$ cat src/sv/deq_mul.sv
// ============================================================================
// deq_mul - shared registered multiplier
// One signed 34x34 product a cycle with the result registered.
// ============================================================================
module deq_mul (
    input  logic               i_clk,
    input  logic signed [33:0] i_a,
    input  logic signed [33:0] i_b,
    output logic signed [67:0] o_p
);

    // register the product
    always_ff @(posedge i_clk) begin
        o_p <= i_a * i_b;
    end

endmodule

$ cat config.mk
export PLATFORM = sky130hd
export DESIGN_NAME = deq_mul
export DESIGN_NICKNAME = d
export VERILOG_FILES = /design/src/sv/deq_mul.sv
export SDC_FILE = /design/constraint.sdc
export NUM_CORES = 2
export LEC_CHECK = 0
export BUFFER_PORTS_ARGS = -buffer_cell sky130_fd_sc_hd__buf_2
export CAP_MARGIN = 20
export CORE_ASPECT_RATIO = 1.5
export CORE_UTILIZATION = 60
export CTS_BUF_LIST = sky130_fd_sc_hd__clkbuf_8
export DETAILED_ROUTE_END_ITERATION = 12
export PLACE_DENSITY_LB_ADDON = 0.05
export SLEW_MARGIN = 10
export SYNTH_ARGS = -nofsm -noshare
export SYNTH_HDL_FRONTEND = slang
export SYNTH_SLANG_ARGS = --single-unit
$ cat constraint.sdc
create_clock -name i_clk -period 22 [get_ports i_clk]
set_input_delay 4.4 -clock i_clk [delete_from_list [all_inputs] [get_ports i_clk]]
set_output_delay 4.4 -clock i_clk [all_outputs]
set_load 0.005 [all_outputs]
==> impl_metrics.py <==
metrics = {
    "detailed_routing": {
        "drtPass1Iterations": 9,
        "drt_iter0_drc": 1507,
        "drc": 9,
        "drt-vias-per-instance": 5.573,
        "dr_total_vias": 30236,
        "wire_per_inst_um": 22.50,
        "antenna_left": 0,
        "routed_wl_um": 122100,
    },
    "die": {
        "die_area_sq_mm": 0.07281,
        "num_rows": 119,
        "core_sq_mm": 0.07058,
        "io_pins": 137,
        "start_util": 0.6097,
        "die_width_um": 220.7,
        "die_y_um": 330.0,
    },
    "synth": {
        "synth_cell_type_count": 69,
        "avgSynthCellArea_sq_um": 9.448,
        "netlist.area_leader.share": 0.5774,
        "synth_edf_count": 0,
        "synth-main-ff-cell": "dfxtp_1",
        "postSynthNetCount": 6068,
        "ys_top_cells_by_area": "fa_1 58%, inv_1 11%, and2_1 9.0%",
        "syn_area_sq_mm": 0.04303,
        "synth_seq_cells": 68,
        "synth_top_area_cell": "fa_1",
        "yosysWarnings": 0,
        "synthArstFlopShare": 0,
        "synth_cells": 4554,
        "yosysSeqAreaShare": 0.03164,
    },
    "global_routing": {
        "grt_pass1_wl_um": 193700,
        "grt_pass1_vias": 34613,
        "grt_antenna_before_repair": 12,
        "grt_usage": 0.3633,
        "grt_max_degree": 35,
        "grt_overflow": 0,
    },
    "final_layout": {
        "final_common_cell": "fa_1",
        "largest-register": "o_p",
        "nFillCells": 6154,
        "most-common-layout-cells": "1,241 x fa_1, 1,231 x inv_1, 621 x and2_1, 542 x nand2_1, 204 x ha_1",
        "largestRegisters": "o_p x68",
        "final_nets": 6025,
        "final_layout_size_suffix_gt1_frac": 0.04916,
        "syn2layout_area_growth_pct": 3.295,
        "largest_reg_flops": 68,
        "fin_area_sq_mm": 0.04445,
    },
    "critical_path": {
        "cp-end-kind": "flip-flop",
        "startpoint": "i_b[11]",
        "critPathKind": "primary input to flip-flop",
        "critPathMaxFanout": 34,
        "worstSetupEndpoint": "o_p[61]",
        "worstPathArrival_ns": 12.81,
        "critical_path_required_ns": 22.33,
        "worst_setup_path_start_kind": "primary input",
    },
    "clock_network": {
        "h-tree-depth": 3,
        "clk_pin_slew_ns": 0.10,
        "cts_root_buffer": "clkbuf_8",
        "ctsResizeCount": 0,
        "cts_sinks": 68,
        "cts_buffers": 9,
        "ctsHoldBuffers": 0,
        "clk_path_buf_depth": 2,
        "cts_tree": "yes",
        "postCtsSetupBuffers": 0,
    },
    "min_path": {
        "hold_path.class": "primary input to flip-flop",
    },
    "sta": {
        "timing.fmax_ghz": 0.08010,
        "setup_viol": 0,
        "fin_crit_ns": 12.48,
        "setup_ws_ns": 9.516,
        "finalSetupTns_ns": 0,
        "rsz0062_at_grt": "no",
        "worst_slew_pin_slew_ns": 1.175,
        "min_period_over_period": 0.5675,
        "relSlewSlack": 0.2166,
        "hold_viol_final": 0,
        "slew_viol_final": 0,
    },
    "placed_design": {
        "portBuffers": 136,
        "place_hpwl_um": 93420,
        "pre_cts_slack_ns": 9.012,
        "gp_congestion": 0.9476,
        "place_area_sq_mm": 0.04422,
    },
    "status": {
        "violations": "DRC",
        "outcome": "complete, but fails checks",
    },
    "job": {
        "cap_viol_max_count": 0,
    },
}
-- metal layers --
layer  vias up  GRT usage  wire (um)
met4         8     0.2305       9324
met2      1178     0.6493      65240
met3       487    0.06096       7800
met1     15879     0.3958      39670
met5         -          0         43
li1      12684          -          -
-- through the flow --
step                      hold slack (ns)    util  instances
after detailed placement            4.775  0.6266       5406
after global routing                4.600  0.6298       5425
after global placement              4.775  0.6266       5406
after CTS                           4.576  0.6295       5422
final                               4.606  0.6298       5425
after floorplan                     4.527       -       4554
-- how the worst min path moves through the flow --
| stage | slack (ns) | startpoint | to | cells past startpoint |
|---|---|---|---|---|
| 2_1_floorplan | 4.53 | i_a[0] | o_p[0] | 1 |
| 3_3_place_gp | 4.78 | o_p[42] | o_p[42] | 1 |
| 3_5_place_dp | 4.77 | o_p[19] | o_p[19] | 1 |
| 4_1_cts | 4.58 | i_a[0] | o_p[0] | 3 |
| 5_1_grt | 4.60 | i_a[0] | o_p[0] | 3 |
| 6_report | 4.61 | i_a[0] | o_p[0] | 3 |
-- layout make-up --
class | instances | area (sq um) | share of cell area
Timing Repair Buffer | 174 | 973.4 | 0.02190
Sequential cell | 68 | 1361 | 0.03063
Multi-Input combinational cell | 3026 | 36140 | 0.8132
Clock buffer | 9 | 123.9 | 0.002787
Clock inverter | 7 | 81.33 | 0.001830
Antenna cell | 2 | 5.005 | 0.0001126
Inverter | 1232 | 4624 | 0.1040
Tap cell | 907 | 1135 | 0.02553
-- cells by family after synthesis --
logic type | synth area share
xor+xnor | 0.01608
flops | 0.03164
fa+ha+maj | 0.6367
simple gates | 0.1537
compound gates | 0.03347
buf+inv | 0.1284
-- critical path: stages --
cell      delay, ns
buf_2          0.83
nand2_1        0.19
fa_1           0.55
fa_1           0.53
fa_1           0.54
inv_1          0.05
fa_1           0.50
inv_1          0.05
fa_1           0.57
inv_1          0.06
fa_1           0.45
fa_1           0.50
inv_1          0.05
fa_1           0.47
inv_1          0.05
ha_1           0.44
nand4_1        0.17
nor4_1         0.88
a211oi_2       0.24
o21ai_4        0.46
a31oi_2        0.23
o221ai_1       0.26
o21ai_1        0.13
xnor2_1        0.13
-- cells in the mapped netlist (all sizes together) (4+ instances only) --
master,number
or2,4
nor2b,9
inv,1231
clkbuf,217
o21bai,12
xnor2,56
fa,1241
and3,8
a21o,37
and2,623
dfxtp,68
nand3,11
nor2,56
o21ai,41
buf,9
o41ai,6
nor3,5
nand2,542
ha,204
a221oi,4
xor2,23
a31oi,10
a211oi,7
a21oi,63
o21a,4
nand4,11
nand2b,20
Power is left out: the tool's default activity adds up to more than one toggle a clock period on the data nets, which glitch-free logic cannot reach.
